## config.mk

```make
export PLATFORM = sky130hd
export DESIGN_NAME = piecewise_linear_table_interp
export DESIGN_NICKNAME = d
export VERILOG_FILES = /design/src/rtl/plti_pkg.sv /design/src/rtl/plti_front.sv /design/src/rtl/plti_queue.sv /design/src/rtl/plti_back.sv /design/src/rtl/piecewise_linear_table_interp.sv
export SDC_FILE = /design/constraint.sdc
export NUM_CORES = 2
export LEC_CHECK = 0
export ABC_AREA = 1
export BUFFER_PORTS_ARGS = -buffer_cell sky130_fd_sc_hd__buf_2
export CAP_MARGIN = 20
export CORE_MARGIN = 2
export CORE_UTILIZATION = 40
export CTS_BUF_LIST = sky130_fd_sc_hd__clkbuf_16
export DETAILED_ROUTE_END_ITERATION = 8
export GPL_TIMING_DRIVEN = 0
export MAX_ROUTING_LAYER = met4
export SLEW_MARGIN = 20
export SYNTH_ARGS = -nofsm -noshare
export SYNTH_HDL_FRONTEND = slang
export SYNTH_SLANG_ARGS = --single-unit
```

## constraint.sdc

```tcl
create_clock -name clock -period 13.62 [get_ports clock]
set_input_delay 0.681 -clock clock [delete_from_list [all_inputs] [get_ports clock]]
set_output_delay 0.681 -clock clock [all_outputs]
set_load 0.05 [all_outputs]
```

## src/rtl/plti_pkg.sv

```systemverilog
// ---------------------------------------------------------------------------
// plti_pkg
// Shared types and constants of the piecewise linear table interpolator.
// ---------------------------------------------------------------------------
package plti_pkg;

   localparam int MaxPoints  = 16;
   localparam int IdxWidth   = $clog2(MaxPoints);
   localparam int CntWidth   = 5;
   localparam int ValWidth   = 32;
   localparam int StatWidth  = 3;
   localparam int QueueDepth = 2;

   localparam logic [ValWidth-1:0] OneQ16 = 32'sd65536;

   localparam logic [StatWidth-1:0] StatInterp    = 3'd0;
   localparam logic [StatWidth-1:0] StatClampLow  = 3'd1;
   localparam logic [StatWidth-1:0] StatClampHigh = 3'd2;
   localparam logic [StatWidth-1:0] StatEmpty     = 3'd3;
   localparam logic [StatWidth-1:0] StatNoSegment = 3'd4;

   // A query handed from the front end to the arithmetic back end.
   typedef struct packed {
      logic                 direct;    // result is known, no arithmetic needed
      logic [StatWidth-1:0] status;
      logic [ValWidth-1:0]  value;     // direct result, or y0 for interpolation
      logic [ValWidth:0]    dy;        // y1 - y0, signed
      logic [ValWidth:0]    dv;        // v - x0, non-negative
      logic [ValWidth:0]    dx;        // x1 - x0, positive
   } job_type;

   typedef struct packed {
      logic [ValWidth-1:0]  value;
      logic [StatWidth-1:0] status;
   } result_type;

endpackage

```

## src/rtl/plti_front.sv

```systemverilog
// ---------------------------------------------------------------------------
// plti_front
// Holds the breakpoint table, takes load and query beats and, for a query,
// walks the table one entry a cycle to classify it and pick the segment.
// ---------------------------------------------------------------------------
module plti_front (
   input  logic                      clock,
   input  logic                      reset,
   input  logic                      req_tvalid,
   output logic                      req_tready,
   input  logic                      req_action,
   input  logic [plti_pkg::IdxWidth-1:0] req_index,
   input  logic [plti_pkg::ValWidth-1:0] req_x,
   input  logic [plti_pkg::ValWidth-1:0] req_y,
   input  logic [plti_pkg::ValWidth-1:0] req_query,
   input  logic [plti_pkg::CntWidth-1:0] point_count,
   output logic                      job_valid,
   input  logic                      job_ready,
   output plti_pkg::job_type         job_data
);
   import plti_pkg::*;

   typedef enum logic [2:0] {
      S_IDLE, S_FIRST, S_LAST, S_SCAN, S_SEG, S_PUSH
   } state_type;

   logic [ValWidth-1:0] mem_x [MaxPoints];
   logic [ValWidth-1:0] mem_y [MaxPoints];
   logic [ValWidth-1:0] rd_x_ff, rd_y_ff;
   logic [IdxWidth-1:0] rd_addr;

   state_type           state_ff, state_in;
   logic [IdxWidth-1:0] idx_ff, idx_in;
   logic [IdxWidth-1:0] last_ff, last_in;
   logic [ValWidth-1:0] v_ff, v_in;
   logic [ValWidth-1:0] px_ff, px_in, py_ff, py_in;
   job_type             job_ff, job_in;
   logic                load_fire;
   logic [CntWidth-1:0] n_clip;

   assign req_tready = (state_ff == S_IDLE);
   assign load_fire  = req_tvalid && req_tready && !req_action;
   assign n_clip     = (point_count > CntWidth'(MaxPoints)) ?
                       CntWidth'(MaxPoints) : point_count;

   // Memory read address is chosen combinationally, data registered.
   always_comb begin
      rd_addr = idx_in;
   end

   always_ff @(posedge clock) begin
      if (load_fire) begin
         mem_x[req_index] <= req_x;
         mem_y[req_index] <= req_y;
      end
      rd_x_ff <= mem_x[rd_addr];
      rd_y_ff <= mem_y[rd_addr];
   end

   always_comb begin
      state_in = state_ff;
      idx_in   = idx_ff;
      last_in  = last_ff;
      v_in     = v_ff;
      px_in    = px_ff;
      py_in    = py_ff;
      job_in   = job_ff;
      case (state_ff)
         S_IDLE: begin
            if (req_tvalid && req_action) begin
               v_in         = req_query;
               last_in      = IdxWidth'(n_clip - 1'b1);
               idx_in       = '0;
               job_in       = '0;
               job_in.direct = 1'b1;
               if (n_clip == '0) begin
                  job_in.value  = OneQ16;
                  job_in.status = StatEmpty;
                  state_in      = S_PUSH;
               end else begin
                  state_in = S_FIRST;
               end
            end
         end
         S_FIRST: begin
            // rd_x_ff holds entry 0.
            if ($signed(v_ff) <= $signed(rd_x_ff)) begin
               job_in.value  = rd_y_ff;
               job_in.status = StatClampLow;
               state_in      = S_PUSH;
            end else begin
               idx_in   = last_ff;
               state_in = S_LAST;
            end
         end
         S_LAST: begin
            if ($signed(v_ff) >= $signed(rd_x_ff)) begin
               job_in.value  = rd_y_ff;
               job_in.status = StatClampHigh;
               state_in      = S_PUSH;
            end else begin
               idx_in   = '0;
               state_in = S_SCAN;
            end
         end
         S_SCAN: begin
            // Latch x[i-1], y[i-1], then advance to entry i.
            px_in    = rd_x_ff;
            py_in    = rd_y_ff;
            idx_in   = idx_ff + 1'b1;
            state_in = S_SEG;
         end
         S_SEG: begin
            if ($signed(v_ff) >= $signed(px_ff) && $signed(v_ff) < $signed(rd_x_ff)) begin
               job_in.direct = 1'b0;
               job_in.status = StatInterp;
               job_in.value  = py_ff;
               job_in.dy = {rd_y_ff[ValWidth-1], rd_y_ff} - {py_ff[ValWidth-1], py_ff};
               job_in.dv = {v_ff[ValWidth-1], v_ff} - {px_ff[ValWidth-1], px_ff};
               job_in.dx = {rd_x_ff[ValWidth-1], rd_x_ff} - {px_ff[ValWidth-1], px_ff};
               state_in  = S_PUSH;
            end else if (idx_ff == last_ff) begin
               job_in.value  = OneQ16;
               job_in.status = StatNoSegment;
               state_in      = S_PUSH;
            end else begin
               px_in  = rd_x_ff;
               py_in  = rd_y_ff;
               idx_in = idx_ff + 1'b1;
            end
         end
         S_PUSH: begin
            if (job_ready) begin
               state_in = S_IDLE;
            end
         end
         default: state_in = S_IDLE;
      endcase
   end

   always_ff @(posedge clock) begin
      if (reset) begin
         state_ff <= S_IDLE;
         idx_ff   <= '0;
      end else begin
         state_ff <= state_in;
         idx_ff   <= idx_in;
      end
      last_ff <= last_in;
      v_ff    <= v_in;
      px_ff   <= px_in;
      py_ff   <= py_in;
      job_ff  <= job_in;
   end

   assign job_valid = (state_ff == S_PUSH);
   assign job_data  = job_ff;

endmodule

```

## src/rtl/plti_queue.sv

```systemverilog
// ---------------------------------------------------------------------------
// plti_queue
// Short queue of classified queries between the front and back ends.
// ---------------------------------------------------------------------------
module plti_queue (
   input  logic              clock,
   input  logic              reset,
   input  logic              in_valid,
   output logic              in_ready,
   input  plti_pkg::job_type in_data,
   output logic              out_valid,
   input  logic              out_ready,
   output plti_pkg::job_type out_data
);
   import plti_pkg::*;

   localparam int PtrWidth = $clog2(QueueDepth);

   job_type             slot_ff [QueueDepth];
   logic [PtrWidth-1:0] wr_ff, rd_ff;
   logic [PtrWidth:0]   cnt_ff;
   logic                push, pop;

   assign in_ready  = (cnt_ff != (PtrWidth+1)'(QueueDepth));
   assign out_valid = (cnt_ff != '0);
   assign push      = in_valid && in_ready;
   assign pop       = out_valid && out_ready;
   assign out_data  = slot_ff[rd_ff];

   always_ff @(posedge clock) begin
      if (push) begin
         slot_ff[wr_ff] <= in_data;
      end
      if (reset) begin
         wr_ff  <= '0;
         rd_ff  <= '0;
         cnt_ff <= '0;
      end else begin
         if (push) wr_ff <= wr_ff + 1'b1;
         if (pop) rd_ff <= rd_ff + 1'b1;
         cnt_ff <= cnt_ff + (PtrWidth+1)'(push) - (PtrWidth+1)'(pop);
      end
   end

endmodule

```

## src/rtl/plti_back.sv

```systemverilog
// ---------------------------------------------------------------------------
// plti_back
// Passes a direct result through, or computes y0 + dy*dv/dx: a 32x32 multiply
// split into two 32x16 halves (S_MUL_LO, S_MUL_HI), then a restoring divide
// one quotient bit a cycle, and an output register.
// ---------------------------------------------------------------------------
module plti_back (
   input  logic                  clock,
   input  logic                  reset,
   input  logic                  job_valid,
   output logic                  job_ready,
   input  plti_pkg::job_type     job_data,
   output logic                  rsp_valid,
   input  logic                  rsp_ready,
   output plti_pkg::result_type  rsp_data
);
   import plti_pkg::*;

   localparam int ProdWidth = 2 * ValWidth;   // |dy| < 2^32, dv < 2^32
   localparam int StepWidth = $clog2(ProdWidth + 1);
   localparam int HalfWidth = ValWidth / 2;

   typedef enum logic [2:0] {
      S_IDLE, S_MUL_LO, S_MUL_HI, S_DIV, S_OUT
   } state_type;

   state_type             state_ff, state_in;
   logic                  neg_ff, neg_in;
   logic [ValWidth-1:0]   mag_ff, mag_in;
   logic [ValWidth-1:0]   dv_ff, dv_in;
   logic [ValWidth:0]     dx_ff, dx_in;
   logic [ValWidth-1:0]   y0_ff, y0_in;
   logic [ProdWidth-1:0]  prod_ff, prod_in;
   logic [ValWidth:0]     rem_ff, rem_in;
   logic [ProdWidth-1:0]  quo_ff, quo_in;
   logic [StepWidth-1:0]  step_ff, step_in;
   result_type            res_ff, res_in;
   logic [ValWidth:0]     dy_abs;
   logic [ValWidth+1:0]   trial;
   logic [HalfWidth-1:0]  mul_half;
   logic [ValWidth+HalfWidth-1:0] part_prod;

   assign dy_abs = job_data.dy[ValWidth] ? (~job_data.dy + 1'b1) : job_data.dy;
   assign trial  = {rem_ff, prod_ff[ProdWidth-1]} - {1'b0, dx_ff};

   assign job_ready = (state_ff == S_IDLE);
   assign rsp_valid = (state_ff == S_OUT);
   assign rsp_data  = res_ff;

   // One 32x16 multiplier serves both halves of dv.
   always_comb begin
      mul_half  = (state_ff == S_MUL_LO) ? dv_ff[HalfWidth-1:0]
                                         : dv_ff[ValWidth-1:HalfWidth];
      part_prod = mag_ff * mul_half;
   end

   always_comb begin
      state_in = state_ff;
      neg_in   = neg_ff;
      mag_in   = mag_ff;
      dv_in    = dv_ff;
      dx_in    = dx_ff;
      y0_in    = y0_ff;
      prod_in  = prod_ff;
      rem_in   = rem_ff;
      quo_in   = quo_ff;
      step_in  = step_ff;
      res_in   = res_ff;
      case (state_ff)
         S_IDLE: begin
            if (job_valid) begin
               neg_in = job_data.dy[ValWidth];
               mag_in = dy_abs[ValWidth-1:0];
               dv_in  = job_data.dv[ValWidth-1:0];
               dx_in  = job_data.dx;
               y0_in  = job_data.value;
               if (job_data.direct) begin
                  res_in.value  = job_data.value;
                  res_in.status = job_data.status;
                  state_in      = S_OUT;
               end else begin
                  res_in.status = StatInterp;
                  state_in      = S_MUL_LO;
               end
            end
         end
         S_MUL_LO: begin
            // Low half of dv against the full magnitude.
            prod_in  = {{HalfWidth{1'b0}}, part_prod};
            state_in = S_MUL_HI;
         end
         S_MUL_HI: begin
            prod_in  = prod_ff + {part_prod, {HalfWidth{1'b0}}};
            rem_in   = '0;
            quo_in   = '0;
            step_in  = '0;
            state_in = S_DIV;
         end
         S_DIV: begin
            if (!trial[ValWidth+1]) begin
               rem_in = trial[ValWidth:0];
               quo_in = {quo_ff[ProdWidth-2:0], 1'b1};
            end else begin
               rem_in = {rem_ff[ValWidth-1:0], prod_ff[ProdWidth-1]};
               quo_in = {quo_ff[ProdWidth-2:0], 1'b0};
            end
            prod_in = {prod_ff[ProdWidth-2:0], 1'b0};
            step_in = step_ff + 1'b1;
            if (step_ff == StepWidth'(ProdWidth - 1)) begin
               state_in     = S_OUT;
               res_in.value = neg_ff ? (y0_ff - quo_in[ValWidth-1:0])
                                     : (y0_ff + quo_in[ValWidth-1:0]);
            end
         end
         S_OUT: begin
            if (rsp_ready) begin
               state_in = S_IDLE;
            end
         end
         default: state_in = S_IDLE;
      endcase
   end

   always_ff @(posedge clock) begin
      if (reset) begin
         state_ff <= S_IDLE;
      end else begin
         state_ff <= state_in;
      end
      neg_ff  <= neg_in;
      mag_ff  <= mag_in;
      dv_ff   <= dv_in;
      dx_ff   <= dx_in;
      y0_ff   <= y0_in;
      prod_ff <= prod_in;
      rem_ff  <= rem_in;
      quo_ff  <= quo_in;
      step_ff <= step_in;
      res_ff  <= res_in;
   end

endmodule

```

## src/rtl/piecewise_linear_table_interp.sv

```systemverilog
// ---------------------------------------------------------------------------
// piecewise_linear_table_interp
// Piecewise linear interpolation over a 16 entry breakpoint table, Q16.16.
// ---------------------------------------------------------------------------
// A req beat with action 0 writes breakpoint entry_index (x, y) and gives no
// rsp beat. A req beat with action 1 is a query and gives one rsp beat with
// result_value and status. point_count is written on the csr channel only
// while the block is idle, a rule for the user that the block does not
// enforce; values above 16 act as 16. The front end walks the table one
// entry a cycle: a query is first checked for clamping low against entry 0
// (S_FIRST), then for clamping high against the last entry (S_LAST), and
// only then is the table scanned segment by segment, up to point_count - 1;
// an empty table skips all of these. The back end multiplies in two halves,
// then divides one quotient bit a cycle for a 64-bit quotient. A load is
// written straight into the table.
// A two entry queue lets the front end classify the next query while the
// back end divides. When rsp_tready is low the result holds in the back
// end's output register and back pressure reaches req_tready via the queue.
// Reset clears control state and point_count; table contents are kept.
// ---------------------------------------------------------------------------
module piecewise_linear_table_interp (
   input  logic        clock,
   input  logic        reset,
   input  logic        req_tvalid,
   output logic        req_tready,
   // action[0], entry_index[4:1], entry_x[36:5], entry_y[68:37],
   // query_value[100:69], zero fill to 104 bits
   input  logic [103:0] req_tdata,
   input  logic        csr_valid,
   output logic        csr_ready,
   input  logic [plti_pkg::CntWidth-1:0] csr_data,
   output logic        rsp_tvalid,
   input  logic        rsp_tready,
   // result_value[31:0], status[34:32], zero fill to 40 bits
   output logic [39:0] rsp_tdata
);
   import plti_pkg::*;

   logic [CntWidth-1:0] count_ff;
   logic                fj_valid, fj_ready, bj_valid, bj_ready;
   job_type             fj_data, bj_data;
   result_type          res;

   assign csr_ready = 1'b1;

   always_ff @(posedge clock) begin
      if (reset) begin
         count_ff <= '0;
      end else if (csr_valid) begin
         count_ff <= csr_data;
      end
   end

   plti_front u_front (
      .clock       (clock),
      .reset       (reset),
      .req_tvalid  (req_tvalid),
      .req_tready  (req_tready),
      .req_action  (req_tdata[0]),
      .req_index   (req_tdata[4:1]),
      .req_x       (req_tdata[36:5]),
      .req_y       (req_tdata[68:37]),
      .req_query   (req_tdata[100:69]),
      .point_count (count_ff),
      .job_valid   (fj_valid),
      .job_ready   (fj_ready),
      .job_data    (fj_data)
   );

   plti_queue u_queue (
      .clock     (clock),
      .reset     (reset),
      .in_valid  (fj_valid),
      .in_ready  (fj_ready),
      .in_data   (fj_data),
      .out_valid (bj_valid),
      .out_ready (bj_ready),
      .out_data  (bj_data)
   );

   plti_back u_back (
      .clock     (clock),
      .reset     (reset),
      .job_valid (bj_valid),
      .job_ready (bj_ready),
      .job_data  (bj_data),
      .rsp_valid (rsp_tvalid),
      .rsp_ready (rsp_tready),
      .rsp_data  (res)
   );

   assign rsp_tdata = {5'd0, res.status, res.value};

endmodule

```

Word-level counts from Yosys, hierarchy flattened
Memory sizes are Yosys's and may differ from the RTL's. A register that Yosys moved wholly into a read port is not among the register bits.
Index checks and enable logic that the tools add are counted.
{"block": "word_totals", "register_bits": 554, "mem_bits_rw": 1294, "word_cells": 160, "mem_count": 3}
{"name": "u_front.mem_x", "depth": 16, "word_bits": 32, "rd": 1, "rd_ports_with_merged_regs": 1, "wr": 1, "line_no": "plti_front.sv:27", "source": "logic [ValWidth-1:0] mem_x [MaxPoints];"}
{"name": "u_front.mem_y", "depth": 16, "word_bits": 32, "rd": 1, "rd_ports_with_merged_regs": 1, "wr": 1, "line_no": "plti_front.sv:28", "source": "logic [ValWidth-1:0] mem_y [MaxPoints];"}
{"name": "u_queue.slot_ff", "depth": 2, "word_bits": 135, "rd": 1, "rd_ports_with_merged_regs": 1, "wr": 1, "line_no": "plti_queue.sv:19", "source": "job_type slot_ff [QueueDepth];"}
{"block": "classes", "add_sub_neg": 15, "mul": 1, "n_lt_le_gt_ge": 5, "eq_ne": 24, "mux": 58, "bitwise_logic": 1, "n_reduce_logical": 25}
{"operator": "$mux W32", "n": 9}
{"operator": "$pmux W99 S2", "n": 1}
{"operator": "$pmux W32 S2", "n": 3}
{"operator": "$pmux W64 S3", "n": 1}
{"operator": "$mux W35", "n": 5}
{"operator": "$pmux W35 S4", "n": 1}
{"operator": "$mux W135", "n": 1}
{"operator": "$mux W99", "n": 1}
{"operator": "$sub A32 B32 Y33", "n": 3}
{"operator": "$pmux W33 S2", "n": 1}
{"operator": "$add A64 B64 Y64", "n": 1}
{"operator": "$ge A32 B32 Y1", "n": 2}
{"operator": "$pmux W31 S2", "n": 1}
{"operator": "$mul A32 B16 Y48", "n": 1}
{"operator": "$mux W3", "n": 12}
{"operator": "$mux W34", "n": 1}
{"operator": "$sub A34 B33 Y34", "n": 1}
{"operator": "$mux W33", "n": 1}
{"operator": "$add A32 B1 Y32 const B", "n": 1}
{"operator": "$add A32 B32 Y32", "n": 1}
{"operator": "$le A32 B32 Y1", "n": 1}
{"operator": "$lt A32 B32 Y1", "n": 1}
{"operator": "$not A32 Y32", "n": 1}
{"operator": "$sub A32 B32 Y32", "n": 1}
{"operator": "other kinds (35)", "n": 77}

Depth between registers and ports, before layout
{"block": "depth", "depth_word": 7, "ltp_mapped": 44}

Hierarchy
A second synthesis with hierarchy kept.
{"block": "unflattened", "hier_cells": 10389, "hier_area_um2": 106051.7}
{"module": "plti_front", "instances": 1, "cells_per_inst": 5592, "area_per_inst_um2": 60130.2}
{"module": "plti_back", "instances": 1, "cells_per_inst": 4301, "area_per_inst_um2": 35490.3}
{"module": "plti_queue", "instances": 1, "cells_per_inst": 456, "area_per_inst_um2": 10169.8}
{"module": "piecewise_linear_table_interp", "instances": 1, "cells_per_inst": 40, "area_per_inst_um2": 261.5}

Worst setup path before layout
Ideal clock, no wire load.
{"block": "synth_timing", "kind": "register to register", "from": "register u_back.state_ff[0]", "to": "register u_queue.cnt_ff[0]", "arrival_ns": 11.299, "required_ns": 13.496, "path_slack_ns": 2.197, "path_stages_with_launch": 9, "path_cell_list": "dfxtp_1 -> nor2_1 -> inv_1 -> nor3_1 -> ha_1 -> inv_1 -> ha_1 -> inv_1 -> nor2_1"}
{"block": "synth_via", "elab_chain_len": 3}
{"element": "from (decl)", "line_no": "plti_back.sv:27", "source": "state_type state_ff, state_in;"}
{"element": "from (signal assigned)", "line_no": "plti_back.sv:128", "source": "state_ff <= state_in;"}
{"element": "$logic_not A3 Y1", "line_no": "plti_back.sv:46", "source": "assign job_ready = (state_ff == S_IDLE);"}
{"element": "$logic_and A1 B1 Y1", "line_no": "plti_queue.sv:27", "source": "assign pop = out_valid && out_ready;"}
{"element": "named net u_queue.pop", "line_no": "plti_queue.sv:22", "source": "logic push, pop;"}
{"element": "$sub A2 B1 Y2", "line_no": "plti_queue.sv:41", "source": "cnt_ff <= cnt_ff + (PtrWidth+1)'(push) - (PtrWidth+1)'(pop);"}
{"element": "to (signal assigned)", "line_no": "plti_queue.sv:41"}
{"element": "to (decl)", "line_no": "plti_queue.sv:21", "source": "logic [PtrWidth:0] cnt_ff;"}
The timed path passes the listed nets, and every way through them passes these cells.
A chain may end at the register's enable or synchronous reset.

Final worst setup path
{"block": "layout_timing", "from": "register u_back.state_ff[2]", "to": "register u_back.prod_ff[61] (data pin)"}
{"block": "layout_via", "elab_chain_len": 5}
{"element": "$eq A3 B1 Y1", "line_no": "plti_back.sv:52, plti_back.sv:69"}
{"element": "$mux W16", "line_no": "plti_back.sv:52", "source": "mul_half = (state_ff == S_MUL_LO) ? dv_ff[HalfWidth-1:0]"}
{"element": "$mul A32 B16 Y48", "line_no": "plti_back.sv:54", "source": "part_prod = mag_ff * mul_half;"}
{"element": "$add A64 B64 Y64", "line_no": "plti_back.sv:93", "source": "prod_in = prod_ff + {part_prod, {HalfWidth{1'b0}}};"}
{"element": "$pmux W64 S3 *", "line_no": "plti_back.sv:69", "source": "case (state_ff)"}
{"element": "named net u_back.prod_in[61]", "line_no": "plti_back.sv:33", "source": "logic [ProdWidth-1:0] prod_ff, prod_in;"}
{"element": "to (signal assigned)", "line_no": "plti_back.sv:135", "source": "prod_ff <= prod_in;"}
{"element": "to (decl)", "line_no": "plti_back.sv:33"}
Mark *: on every way through the listed nets, which the timed path passes. The rest lies on a longest branch.

==> flow_metrics.env <==
export IMPL_grt_usage_pct=24.6
export IMPL_path_class="register to register"
export IMPL_max_freq_ghz=0.0817
export IMPL_setup_viol=0
export IMPL_ant_nets=0
export IMPL_ctsHtreeMaxLevel=4
export IMPL_finalMaxSlewViolations=0
export IMPL_worst_pin_slew_ns=1.19
export IMPL_outcome="completed"
export IMPL_clk_latency_ns=0.89
export IMPL_grt_max_degree=34
export IMPL_wl_um=328000
export IMPL_clkTransAtPathRegs_ns=0.06
export IMPL_hold_path_class="input port to register"
export IMPL_cp_end_kind="register"
export IMPL_synth_distinct_cells=59
export IMPL_num_rows=189
export IMPL_dpl_hpwl_um=251000
export IMPL_dr_total_vias=78800
export IMPL_fin_crit_sh_pct=89.9
export IMPL_vias_per_cell=5.23
export IMPL_io_pins=157
export IMPL_drt_pass1_iter_count=6
export IMPL_area_growth_syn_to_layout_pct=13.6
export IMPL_postCtsSetupBuffers=0
export IMPL_cp_common_cell="fa_1"
export IMPL_start_util_pct=40.1
export IMPL_ys_seq_area_share_pct=53.2
export IMPL_tritoncts="yes"
export IMPL_core_mm2=0.265
export IMPL_critPathTopFamily="adder cells"
export IMPL_ctsResizeCount=0
export IMPL_drv_cap=0
export IMPL_synth_edf_count=1826
export IMPL_die_y_um=519
export IMPL_cts_root_buf="clkbuf_16"
export IMPL_drive_above_1_share_pct=6.81
export IMPL_async_flop_share_pct=0
export IMPL_syn_inst=10800
export IMPL_grt_overflow=0
export IMPL_cpMaxStageDelayCell="nor2_2"
export IMPL_skew_ns=0.0791
export IMPL_fin_crit_ns=12.24
export IMPL_nNetsFinal=12200
export IMPL_drt_iter0_drc=7606
export IMPL_cts_buffers=201
export IMPL_hold_violations=0
export IMPL_io_buffers=146
export IMPL_dp_cells=14600
export IMPL_n_fill_cell=24700
export IMPL_regToRegSetupSlack_ns=1.38
export IMPL_antenna_found_initial=32
export IMPL_yosysWarnings=0
export IMPL_syn_avg_cell_area_um2=9.82
export IMPL_ff2ff_path_depth=36
export IMPL_drc_errors=0
export IMPL_synth_top_cell_by_area="edfxtp_1"
export IMPL_relSlewSlack_pct=20.8
export IMPL_wl_per_cell_um=21.8
export IMPL_die_area_mm2=0.270
export IMPL_synthTopCellsByArea="edfxtp_1 (52%), fa_1 (8.0%), inv_1 (7.5%)"
export IMPL_grt_pass1_vias=78000
export IMPL_cp_max_fo=18
export IMPL_cts_sinks=1910
export IMPL_worst_path_buf_inv=5
export IMPL_cts_hold_buffers=33
export IMPL_cts_buffer_depth=3
export IMPL_yosysMostFrequentCell="inv_1"
export IMPL_worst_ep_required_time_ns=14.25
export IMPL_min_path_cells=3
export IMPL_rsz0062_at_grt="no"
export IMPL_synthesis_area_mm2=0.106
export IMPL_startpoint_type="register"
export IMPL_critPathArrivalTime_ns=12.87
export IMPL_postSynthRegisterBits=1910
export IMPL_max_stage_delay_ns=0.78
export IMPL_synth_top_area_share_pct=51.6
export IMPL_synth_ff_type="edfxtp_1"
export IMPL_dieWidth_um=519
export IMPL_synth_commonest_cells="inv_1 (2122), nand2_1 (1956), edfxtp_1 (1826)"
export IMPL_gp_congestion=0.971
export IMPL_stdcell_count=15100
export IMPL_grt_pass1_wl_um=488000
export IMPL_path_depth=36
-- registers in the layout, summed over array words and instances (netlist names), 4 cells and up, named ones only --
name and cells:
u_front.rd_y_ff 32, u_back.dv_ff 32, u_back.mag_ff 32, u_back.step_ff 7
u_back.rem_ff 33, count_ff 5, u_front.last_ff 4, u_front.py_ff 32
u_front.px_ff 32, u_back.prod_ff 64, u_back.quo_ff 31, u_queue.slot_ff 268
u_front.job_data 134, u_front.rd_x_ff 32, u_front.mem_y 512, u_front.mem_x 512
u_back.dx_ff 33, u_back.y0_ff 32, u_front.v_ff 32, u_front.idx_ff 4
u_back.rsp_data 35
-- logic make-up after synthesis --
group,Yosys count,synth area share (%)
AOI/OAI and AO/OA,1080,5.72
buffers and inverters,2631,9.47
and+or+nand+nor,4195,17.6
xor gates and xnor gates,184,1.52
DFF,1910,53.2
muxes,20,0.188
other,2,0.00707
adders and majority gates,790,12.3
-- worst register-to-register path, delay by kind of cell, from the launching register on --
kind,cells,cell delay [ns]
adders and majority gates,8,3.77
AOI/OAI and AO/OA,10,3.28
and+or+nand+nor,12,2.86
buffers and inverters,5,1.24
xor gates and xnor gates,1,0.49
DFF,1,0.41
-- routing by layer --
metal  track usage [%]  up-vias  share of wire (%)
met5                 -        -                  0
met4              9.98        0                4.4
met3              3.61      618                6.3
met2              40.8     2855                 49
met1              30.3    38300                 41
li1                  -    37000                  -
-- worst paths after layout --
kind,from,to
setup reg to reg,u_back.state_ff[2]$_SDFFE_PP0P_,u_back.prod_ff[61]$_DFFE_PP_
setup / recovery,u_back.state_ff[2]$_SDFFE_PP0P_,u_back.prod_ff[61]$_DFFE_PP_
hold / removal,csr_data[1],count_ff[1]$_SDFFE_PP0P_
hold reg to reg,u_front.job_data[37]$_SDFFCE_PN0P_,u_queue.slot_ff[0][37]$_DFFE_PP_
-- final cells by class --
cell class | count | area [um^2] | area share [%]
Clock buffer | 201 | 5030 | 4.17
Multi-Input combinational cell | 6275 | 39800 | 33.0
Timing Repair Buffer | 304 | 2880 | 2.39
Clock inverter | 177 | 1790 | 1.49
Inverter | 2139 | 8030 | 6.66
Sequential cell | 1910 | 56500 | 46.9
Tap cell | 3533 | 4420 | 3.67
Buffer | 492 | 2040 | 1.69
Antenna cell | 22 | 55.1 | 0.0456
-- per-stage QoR --
step / hold slack, ns / worst slack, ns / TNS, ns / area, um^2 / utilization, %
6_report: 0.0742 / 1.38 / 0 / 121000 / 45.6
5_1_grt: 0.0523 / 0.789 / 0 / 121000 / 45.6
4_1_cts: 0.00267 / 1.31 / 0 / 121000 / 45.6
3_5_place_dp: 0.430 / 1.26 / 0 / 113000 / 42.9
3_3_place_gp: 0.424 / -3.65 / -323.90 / 111000 / 42.1
2_1_floorplan: 0.408 / 2.20 / 0 / 106000 / -
-- cell usage in the layout, fill, tap and decap left out, types with 33 or more instances in the layout --
cell           synthesis  layout
a21oi_1              473     473
a31oi_1               38      38
buf_1                 62      61
buf_12                 0      33
buf_2                118     265
buf_4                  8      71
clkbuf_1             304     296
clkbuf_16              0     201
clkinv_1              13      40
clkinv_2               0      38
dfxtp_1               84      84
dlygate4sd3_1          0      33
edfxtp_1            1826    1826
fa_1                 424     424
ha_1                 366     366
inv_1               2122    2166
nand2_1             1956    1955
nand3_1             1024    1024
nand4_1              550     550
nor2_1               547     529
nor3_1                47      39
o21a_1                42      42
o21ai_0              350     345
xnor2_1               64      64
xor2_1               119     119
Power is left out: the tool's default activity adds up to more than one toggle a clock period on the data nets, which glitch-free logic cannot reach.
